File: src/rtl/msbr_pkg.sv
// Shared types and constants of the mirrored scrolling bar renderer.
package msbr_pkg;

  // Configuration port geometry.
  localparam int CfgIdxW  = 3;
  localparam int CfgDataW = 16;

  // Register indexes of the configuration port.
  typedef enum logic [CfgIdxW-1:0] {
    CFG_RANGE_LOW  = 3'd0,
    CFG_RANGE_HIGH = 3'd1,
    CFG_BLEND      = 3'd2,
    CFG_CENTER     = 3'd3,
    CFG_PEAK       = 3'd4,
    CFG_BASE       = 3'd5,
    CFG_BACKGROUND = 3'd6
  } cfg_reg_e;

  // Register values after reset.
  localparam logic signed [15:0] RangeLowRst   = 16'sd0;
  localparam logic signed [15:0] RangeHighRst  = 16'sd100;
  localparam logic               BlendRst      = 1'b0;
  localparam logic [15:0]        CenterRst     = 16'h0000;
  localparam logic [15:0]        PeakRst       = 16'hFFFF;
  localparam logic [15:0]        BaseRst       = 16'h07E0;
  localparam logic [15:0]        BackgroundRst = 16'h0000;

  // Kind of an input request.
  localparam logic KindPush = 1'b0;
  localparam logic KindRead = 1'b1;

  // Divide-by-255 with rounding: (s * MixMul) >> MixShift.
  localparam logic [15:0] MixMul   = 16'h8081;
  localparam int          MixShift = 23;
  localparam int          MixSumW  = 14;
  localparam int          MixProdW = 30;

  // Quotient bits of the blend ratio.
  localparam int RatioW = 8;

endpackage

File: src/rtl/msbr_div.sv
// Restoring divider that produces one quotient bit per cycle.
module msbr_div #(
  parameter int NW = 26,
  parameter int DW = 16,
  parameter int QW = 10,
  parameter int SW = 4
) (
  input  logic          clk_i,
  input  logic          rst_ni,
  input  logic          start_i,
  input  logic [SW-1:0] steps_i,
  input  logic [NW-1:0] dividend_i,
  input  logic [DW-1:0] divisor_i,
  output logic          done_o,
  output logic [QW-1:0] quotient_o
);

  logic          busy_q;
  logic          done_q;
  logic [SW-1:0] cnt_q;
  logic [NW-1:0] rem_q;
  logic [NW-1:0] dsr_q;
  logic [QW-1:0] quo_q;
  logic          ge;

  // The remainder is at least the aligned divisor: this quotient bit is one.
  assign ge = (rem_q >= dsr_q);

  // Step control.
  always_ff @(posedge clk_i or negedge rst_ni) begin
    if (!rst_ni) begin
      busy_q <= 1'b0;
      done_q <= 1'b0;
      cnt_q  <= '0;
    end else begin
      done_q <= 1'b0;
      if (start_i) begin
        busy_q <= 1'b1;
        cnt_q  <= steps_i;
      end else if (busy_q) begin
        cnt_q <= cnt_q - SW'(1);
        if (cnt_q == SW'(1)) begin
          busy_q <= 1'b0;
          done_q <= 1'b1;
        end
      end
    end
  end

  // Remainder, aligned divisor and quotient.
  always_ff @(posedge clk_i) begin
    if (start_i) begin
      rem_q <= dividend_i;
      dsr_q <= NW'(divisor_i) << (steps_i - SW'(1));
      quo_q <= '0;
    end else if (busy_q) begin
      if (ge) begin
        rem_q <= rem_q - dsr_q;
      end
      dsr_q <= dsr_q >> 1;
      quo_q <= {quo_q[QW-2:0], ge};
    end
  end

  assign done_o     = done_q;
  assign quotient_o = quo_q;

endmodule

File: src/rtl/mirrored_scrolling_bar_renderer_unit.sv
// Top level of the mirrored scrolling bar renderer.
//
//   channel | signals                                   | direction
//   --------+-------------------------------------------+----------
//   in      | in_valid_i/in_ready_o, kind, sample,      | request in
//           | column, row                               |
//   out     | out_valid_o/out_ready_i, pixel_color      | result out
//   cfg     | cfg_valid_i/cfg_ready_o, index, data      | write in
//
// One request at a time; the next is taken in the idle cycle after it. A push divides
// the scaled sample by the range into HW bits, HW being the bit count of HEIGHT/2
// (7 at the default size), unless the sample clamps. A read skips the divider for an
// unwritten column or a background or base pixel; a blend takes RatioW (8) bits.
// Reset clears the ring pointer and fill count; no clearing pass is needed.
// A finished read waits in the output register; a later read stalls until it drains.
module mirrored_scrolling_bar_renderer_unit
  import msbr_pkg::*;
#(
  parameter int WIDTH  = 256,
  parameter int HEIGHT = 128
) (
  input  logic                clk_i,
  input  logic                rst_ni,
  input  logic                in_valid_i,
  output logic                in_ready_o,
  input  logic                kind_i,
  input  logic signed [31:0]  sample_i,
  input  logic [7:0]          column_i,
  input  logic [6:0]          row_i,
  output logic                out_valid_o,
  input  logic                out_ready_i,
  output logic [15:0]         pixel_color_o,
  input  logic                cfg_valid_i,
  output logic                cfg_ready_o,
  input  logic [CfgIdxW-1:0]  cfg_index_i,
  input  logic [CfgDataW-1:0] cfg_data_i
);

  localparam int Center = HEIGHT / 2;
  localparam int HW     = $clog2(Center + 1);
  localparam int ColW   = $clog2(WIDTH);
  localparam int FillW  = $clog2(WIDTH + 1);
  localparam int IdxW   = (ColW > 8) ? ColW : 8;
  localparam int SumW   = IdxW + 1;
  localparam int DistW  = ((HW > 7) ? HW : 7) + 1;
  localparam int QMW    = (HW > RatioW) ? HW : RatioW;
  localparam int NW     = 16 + QMW;
  localparam int SW     = $clog2(QMW + 1);
  localparam int ProdW  = 32 + HW;

  typedef enum logic [3:0] {
    S_IDLE, S_DEC, S_PMUL, S_PDIV, S_PWR, S_RMEM, S_RDIV, S_MIX, S_SCALE, S_OUT
  } state_e;

  // Configuration registers.
  logic signed [15:0] range_low_q, range_high_q;
  logic               blend_q;
  logic [15:0]        center_q, peak_q, base_q, background_q;

  // Sequencer state and datapath registers.
  state_e              state_q;
  logic                kind_q;
  logic signed [31:0]  sample_q;
  logic [7:0]          col_q;
  logic [6:0]          row_q;
  logic [31:0]         num_q;
  logic [15:0]         range_q;
  logic [HW-1:0]       half_q;
  logic [HW-1:0]       dist_q;
  logic [RatioW-1:0]   ratio_q;
  logic [MixSumW-1:0]  sum_r_q, sum_g_q, sum_b_q;
  logic [15:0]         pix_q;
  logic                out_valid_q;
  logic [15:0]         out_pix_q;
  logic [ColW-1:0]     oldest_q;
  logic [FillW-1:0]    fill_q;

  // Column memory.
  logic [HW-1:0] mem [WIDTH];
  logic [HW-1:0] rd_q;
  logic          mem_we, mem_re;

  // Decode-stage signals.
  logic signed [33:0] num;
  logic signed [16:0] rng;
  logic [15:0]        rng_pos;
  logic signed [33:0] den;
  logic               oor;
  logic [SumW-1:0]    slot_sum;
  logic [ColW-1:0]    slot;
  logic               written;
  logic [DistW-1:0]   row_x, ctr_x, dist_full;

  // Divider hookup.
  logic             div_start;
  logic [SW-1:0]    div_steps;
  logic [NW-1:0]    div_dividend;
  logic [15:0]      div_divisor;
  logic             div_done;
  logic [QMW-1:0]   div_quo;
  logic [ProdW-1:0] prod;
  logic [HW+7:0]    dist255;

  // Blend signals.
  logic [4:0]          pk_r, pk_b, ct_r, ct_b;
  logic [5:0]          pk_g, ct_g;
  logic [RatioW-1:0]   inv_ratio;
  logic [MixProdW-1:0] scl_r, scl_g, scl_b;

  assign cfg_ready_o   = 1'b1;
  assign in_ready_o    = (state_q == S_IDLE);
  assign out_valid_o   = out_valid_q;
  assign pixel_color_o = out_pix_q;

  // Configuration writes; indexes beyond the list are dropped.
  always_ff @(posedge clk_i or negedge rst_ni) begin
    if (!rst_ni) begin
      range_low_q  <= RangeLowRst;
      range_high_q <= RangeHighRst;
      blend_q      <= BlendRst;
      center_q     <= CenterRst;
      peak_q       <= PeakRst;
      base_q       <= BaseRst;
      background_q <= BackgroundRst;
    end else if (cfg_valid_i) begin
      case (cfg_reg_e'(cfg_index_i))
        CFG_RANGE_LOW:  range_low_q  <= $signed(cfg_data_i);
        CFG_RANGE_HIGH: range_high_q <= $signed(cfg_data_i);
        CFG_BLEND:      blend_q      <= cfg_data_i[0];
        CFG_CENTER:     center_q     <= cfg_data_i;
        CFG_PEAK:       peak_q       <= cfg_data_i;
        CFG_BASE:       base_q       <= cfg_data_i;
        CFG_BACKGROUND: background_q <= cfg_data_i;
        default: ;
      endcase
    end
  end

  // Sample normalization: offset numerator and a range of at least one.
  assign num     = 34'(sample_q) - {{2{range_low_q[15]}}, range_low_q, 16'b0};
  assign rng     = {range_high_q[15], range_high_q} - {range_low_q[15], range_low_q};
  assign rng_pos = (rng > 17'sd0) ? rng[15:0] : 16'd1;
  assign den     = {2'b0, rng_pos, 16'b0};

  // Ring slot of the requested column and whether it was ever written.
  assign oor      = ({24'b0, col_q} >= 32'(WIDTH)) || ({25'b0, row_q} >= 32'(HEIGHT));
  assign slot_sum = (SumW'(oldest_q) + SumW'(col_q) >= SumW'(WIDTH)) ?
                    SumW'(oldest_q) + SumW'(col_q) - SumW'(WIDTH) :
                    SumW'(oldest_q) + SumW'(col_q);
  assign slot     = slot_sum[ColW-1:0];
  assign written  = (FillW'(slot) < fill_q);

  // Distance of the row from the mirror axis.
  assign row_x     = DistW'(row_q);
  assign ctr_x     = DistW'(Center);
  assign dist_full = (row_x >= ctr_x) ? row_x - ctr_x : ctr_x - row_x;

  // Divider operands: scaled sample over range, or distance * 255 over half.
  assign prod    = {{HW{1'b0}}, num_q} * {32'b0, HW'(Center)};
  assign dist255 = {dist_q, 8'b0} - (HW + 8)'(dist_q);

  always_comb begin
    div_start    = 1'b0;
    div_steps    = SW'(HW);
    div_dividend = NW'(prod[ProdW-1:16]);
    div_divisor  = range_q;
    if (state_q == S_PMUL) begin
      div_start = 1'b1;
    end else if (state_q == S_RMEM) begin
      div_start    = !(dist_q > rd_q) && blend_q && (rd_q != '0);
      div_steps    = SW'(RatioW);
      div_dividend = NW'(dist255);
      div_divisor  = 16'(rd_q);
    end
  end

  msbr_div #(
    .NW(NW),
    .DW(16),
    .QW(QMW),
    .SW(SW)
  ) u_div (
    .clk_i      (clk_i),
    .rst_ni     (rst_ni),
    .start_i    (div_start),
    .steps_i    (div_steps),
    .dividend_i (div_dividend),
    .divisor_i  (div_divisor),
    .done_o     (div_done),
    .quotient_o (div_quo)
  );

  // Color channels and the rounded divide by 255.
  assign pk_r      = peak_q[15:11];
  assign pk_g      = peak_q[10:5];
  assign pk_b      = peak_q[4:0];
  assign ct_r      = center_q[15:11];
  assign ct_g      = center_q[10:5];
  assign ct_b      = center_q[4:0];
  assign inv_ratio = 8'd255 - ratio_q;
  assign scl_r     = MixProdW'(sum_r_q) * MixProdW'(MixMul);
  assign scl_g     = MixProdW'(sum_g_q) * MixProdW'(MixMul);
  assign scl_b     = MixProdW'(sum_b_q) * MixProdW'(MixMul);

  // Column memory: write on push, registered read on pixel read.
  assign mem_we = (state_q == S_PWR);
  assign mem_re = (state_q == S_DEC) && (kind_q == KindRead);

  always_ff @(posedge clk_i) begin
    if (mem_we) begin
      mem[oldest_q] <= half_q;
    end
    if (mem_re) begin
      rd_q <= mem[slot];
    end
  end

  // Sequencer with its registered outputs.
  always_ff @(posedge clk_i or negedge rst_ni) begin
    if (!rst_ni) begin
      state_q     <= S_IDLE;
      kind_q      <= KindPush;
      sample_q    <= '0;
      col_q       <= '0;
      row_q       <= '0;
      num_q       <= '0;
      range_q     <= '0;
      half_q      <= '0;
      dist_q      <= '0;
      ratio_q     <= '0;
      sum_r_q     <= '0;
      sum_g_q     <= '0;
      sum_b_q     <= '0;
      pix_q       <= '0;
      out_valid_q <= 1'b0;
      out_pix_q   <= '0;
      oldest_q    <= '0;
      fill_q      <= '0;
    end else begin
      // The output state reloads the register itself when it hands over.
      if (out_valid_q && out_ready_i && (state_q != S_OUT)) begin
        out_valid_q <= 1'b0;
      end
      case (state_q)
        S_IDLE: begin
          if (in_valid_i) begin
            kind_q   <= kind_i;
            sample_q <= sample_i;
            col_q    <= column_i;
            row_q    <= row_i;
            state_q  <= S_DEC;
          end
        end
        S_DEC: begin
          if (kind_q == KindPush) begin
            num_q   <= num[31:0];
            range_q <= rng_pos;
            if (num <= 34'sd0) begin
              half_q  <= '0;
              state_q <= S_PWR;
            end else if (num >= den) begin
              half_q  <= HW'(Center);
              state_q <= S_PWR;
            end else begin
              state_q <= S_PMUL;
            end
          end else begin
            dist_q <= dist_full[HW-1:0];
            if (oor || !written) begin
              pix_q   <= background_q;
              state_q <= S_OUT;
            end else begin
              state_q <= S_RMEM;
            end
          end
        end
        S_PMUL: begin
          state_q <= S_PDIV;
        end
        S_PDIV: begin
          if (div_done) begin
            half_q  <= div_quo[HW-1:0];
            state_q <= S_PWR;
          end
        end
        S_PWR: begin
          oldest_q <= (oldest_q == ColW'(WIDTH - 1)) ? '0 : oldest_q + ColW'(1);
          if (fill_q != FillW'(WIDTH)) begin
            fill_q <= fill_q + FillW'(1);
          end
          state_q <= S_IDLE;
        end
        S_RMEM: begin
          if (dist_q > rd_q) begin
            pix_q   <= background_q;
            state_q <= S_OUT;
          end else if (!blend_q) begin
            pix_q   <= base_q;
            state_q <= S_OUT;
          end else if (rd_q == '0) begin
            ratio_q <= '0;
            state_q <= S_MIX;
          end else begin
            state_q <= S_RDIV;
          end
        end
        S_RDIV: begin
          if (div_done) begin
            ratio_q <= div_quo[RatioW-1:0];
            state_q <= S_MIX;
          end
        end
        S_MIX: begin
          sum_r_q <= MixSumW'(pk_r) * MixSumW'(ratio_q) + MixSumW'(ct_r) * MixSumW'(inv_ratio)
                     + MixSumW'(128);
          sum_g_q <= MixSumW'(pk_g) * MixSumW'(ratio_q) + MixSumW'(ct_g) * MixSumW'(inv_ratio)
                     + MixSumW'(128);
          sum_b_q <= MixSumW'(pk_b) * MixSumW'(ratio_q) + MixSumW'(ct_b) * MixSumW'(inv_ratio)
                     + MixSumW'(128);
          state_q <= S_SCALE;
        end
        S_SCALE: begin
          pix_q   <= {scl_r[MixShift+4:MixShift], scl_g[MixShift+5:MixShift],
                      scl_b[MixShift+4:MixShift]};
          state_q <= S_OUT;
        end
        S_OUT: begin
          // Hand over once the output register is free or being drained.
          if (!out_valid_q || out_ready_i) begin
            out_valid_q <= 1'b1;
            out_pix_q   <= pix_q;
            state_q     <= S_IDLE;
          end
        end
        default: begin
          state_q <= S_IDLE;
        end
      endcase
    end
  end

endmodule

File: config.mk
export PLATFORM = sky130hd
export DESIGN_NAME = mirrored_scrolling_bar_renderer_unit
export DESIGN_NICKNAME = d
export VERILOG_FILES = /design/src/rtl/msbr_pkg.sv /design/src/rtl/msbr_div.sv /design/src/rtl/mirrored_scrolling_bar_renderer_unit.sv
export SDC_FILE = /design/constraint.sdc
export NUM_CORES = 2
export LEC_CHECK = 0
export BUFFER_PORTS_ARGS = -buffer_cell sky130_fd_sc_hd__buf_2
export CORE_MARGIN = 2
export CORE_UTILIZATION = 28
export CTS_CLUSTER_DIAMETER = 50
export DETAILED_ROUTE_END_ITERATION = 16
export GPL_TIMING_DRIVEN = 0
export SLEW_MARGIN = 10
export SYNTH_ARGS = -nofsm -noshare
export SYNTH_HDL_FRONTEND = slang
export SYNTH_SLANG_ARGS = --single-unit
File: constraint.sdc
create_clock -name clk_i -period 9 [get_ports clk_i]
set_input_delay 0.9 -clock clk_i [delete_from_list [all_inputs] [get_ports clk_i]]
set_output_delay 0.9 -clock clk_i [all_outputs]
set_load 0.03 [all_outputs]
==> out/metrics.yaml <==
synth_seq_cells: 2162
antenna_found_initial: 14
powerDensity_nw_per_um2: 369
initial_core_util: 0.282
drtIter0Drc: 5756
worst_clock_skew_ns: 0.118
final_nets: 6798
irDropWorstVdd_mv: 0.305
path_class: "reg2reg"
final-seq-area_um2: 63400
min_period_over_period: 0.730
die_x_um: 597
cts_setup_buffers: 0
tritoncts: "yes"
std_cell_rows: 217
synth_cell_type_count: 75
start_kind: "flop"
multi_input_area_um2: 33000
timing.fmax_ghz: 0.152
netlist_instances: 5803
vias: 54150
cts.sink_count: 2162
cp_max_fo: 10
synth_area_um2: 98600
rsz0062_at_grt: "no"
slew_headroom: 0.0886
design_area_um2: 114000
hold_ws_ns: 0.210
yosys.area.top_type: "edfxtp_1"
grt_pass1_vias: 55157
place_congestion: 0.913
reg2reg_depth: 15
slew_viol_final: 0
die-area_um2: 357000
status: "complete, no violations"
synth_warnings: 0
synth_edf_count: 1847
ys_seq_area_frac: 0.642
cts_resized: 0
async_reset_ff_frac: 0.142
worst_pin_slew_ns: 1.37
cts_buffer_depth: 4
layout_min_cycle_time_ns: 6.57
cp_data_arrival_time_ns: 7.22
clock_latency_ns: 0.93
cts_buffers: 236
coreArea_um2: 350000
syn_area_per_cell_um2: 17.0
cp.required_ns: 9.66
postCtsHoldBufs: 1
route.detailed.drc: 0
hold_viol_final: 0
max-cap-violations: 0
finalSetupViolCount: 0
leakagePower_nw: 38.5
wl_per_cell_um: 24.4
io_pins: 91
syn_to_final_growth_pct: 15.3
root_buffer: "clkbuf_16"
drt-vias-per-instance: 4.94
post_dp_cell_area_um2: 106000
drt-total-wl_um: 268000
firstDrtPassIters: 8
synthTopCellsByArea: "edfxtp_1 (56%), mux4_2 (13%), dfrtp_1 (7.2%)"
grt_pass1_wl_um: 389000
grtUsageTotal: 0.149
critPathCaptureType: "flop"
hold_depth: 2
hpwlAfterDp_um: 192000
io_buffers: 87
synth_top_area_frac: 0.562
setup_tns_ns: 0
clkTransAtPathRegs_ns: 0.06
synth_common_cells: "edfxtp_1 (1847), mux4_2 (588), nor2_1 (374)"
yosysMostFrequentCell: "edfxtp_1"
h-tree-depth: 4
ant_nets: 0
die_y_um: 597
hold_class: "in2reg"
nFillCells: 33386
synth_flop_cell: "edfxtp_1"
grt_max_degree: 110
grt.overflow.total: 0
drive_gt1_frac: 0.214
-- where the power goes --
group	leakage, nW	internal [mW]	switching, mW	total (mW)
Combinational	14.8	8.21	11.6	19.9
Sequential	20.0	11.8	0.676	12.5
Clock	3.73	5.56	4.06	9.62
-- layer usage --
layer,global-route usage,wire (um)
met1,0.202,112000
met2,0.237,125000
met3,0.0329,22900
met4,0.0436,8590
met5,0,13
-- state kept, by name (all words and copies together) (netlist names), 8 cells and up --
| signal | cells |
|---|---|
| background_q | 16 |
| fill_q | 9 |
| sum_b_q | 14 |
| col_q | 8 |
| oldest_q | 8 |
| pixel_color_o | 16 |
| range_high_q | 16 |
| pix_q | 16 |
| base_q | 16 |
| mem | 1792 |
| range_low_q | 16 |
| num_q | 22 |
| sample_q | 32 |
| peak_q | 16 |
| u_div.quotient_o | 8 |
| range_q | 16 |
| sum_g_q | 14 |
| sum_r_q | 14 |
| u_div.rem_q | 24 |
| u_div.dsr_q | 24 |
| center_q | 16 |
| ratio_q | 8 |
-- logic make-up (layout without fill, tap and decap cells) --
family                     Yosys count  in the layout  share of synthesized area
AOI/OAI and AO/OA                  475            475                     0.0308
xor gates and xnor gates           115            115                     0.0102
and+or+nand+nor                   1144           1144                     0.0536
adders and majority gates          551            551                     0.0842
DFF                               2162           2162                      0.642
muxes                              777            777                      0.155
other                                2              8                  0.0000762
buffers and inverters              577           1139                     0.0233
-- path summary, 6_finish.rpt --
kind,from,endpoint,slack [ns]
setup / recovery,col_q[1],pix_q[12],2.43
hold / removal,sample_i[4],sample_q[4],0.21
setup reg to reg,col_q[1],pix_q[12],2.43
hold reg to reg,pix_q[5],pix_q[5],0.48
max in group asynchronous,rst_ni,row_q[6],7.15
min in group asynchronous,rst_ni,pixel_color_o[5],0.52
-- final cells by class --
class	instances	share of cell area
Clock inverter	138	0.0118
Multi-Input combinational cell	3067	0.291
Antenna cell	3	0.0000661
Inverter	296	0.00978
Timing Repair Buffer	131	0.0132
Sequential cell	2162	0.558
Buffer	281	0.0106
Tap cell	4599	0.0506
Clock buffer	293	0.0558
-- placed cells by master, fill, tap and decap left out, types with 33 or more instances in the layout --
master     instances
nor2_1           374
nand3_1           47
mux4_2           588
nor2b_1          118
a21o_1            39
clkinv_2          34
clkbuf_1         217
buf_2            141
nand2b_1          68
and2_1            67
xnor2_1           68
o21ai_0          161
edfxtp_1        1847
mux2_2           156
clkbuf_16        241
xor2_1            47
nand2_1          351
ha_1             364
fa_1             187
clkinv_1          39
mux2i_1           33
a21oi_1           86
dfrtp_1          275
inv_1            296
-- worst max-delay path, cell delays in order, from the launching register on --
cell and delay (ns):
dfrtp_1 0.50, ha_1 0.34, a21o_1 0.12, a21oi_1 0.10, xnor2_1 0.85, clkbuf_1 0.87
clkbuf_1 0.78, ha_1 0.38, a21oi_1 0.16, o21ai_0 0.11, o21ba_2 0.29, a21oi_1 0.25
or4_1 0.31, clkbuf_1 0.40, clkbuf_1 0.60, o21ai_0 0.21
-- through the flow --
step           std cells  total power, mW  worst slack [ns]  utilization
2_1_floorplan       5806             26.0              3.61            -
3_3_place_gp       10492             32.4             0.715        0.299
3_5_place_dp       10534             32.6              2.55        0.303
4_1_cts            10966             42.3              2.43        0.325
5_1_grt            10967             44.4              2.16        0.325
6_report           10970             42.0              2.43        0.325
No activity file was read; power rests on OpenSTA's default activity.
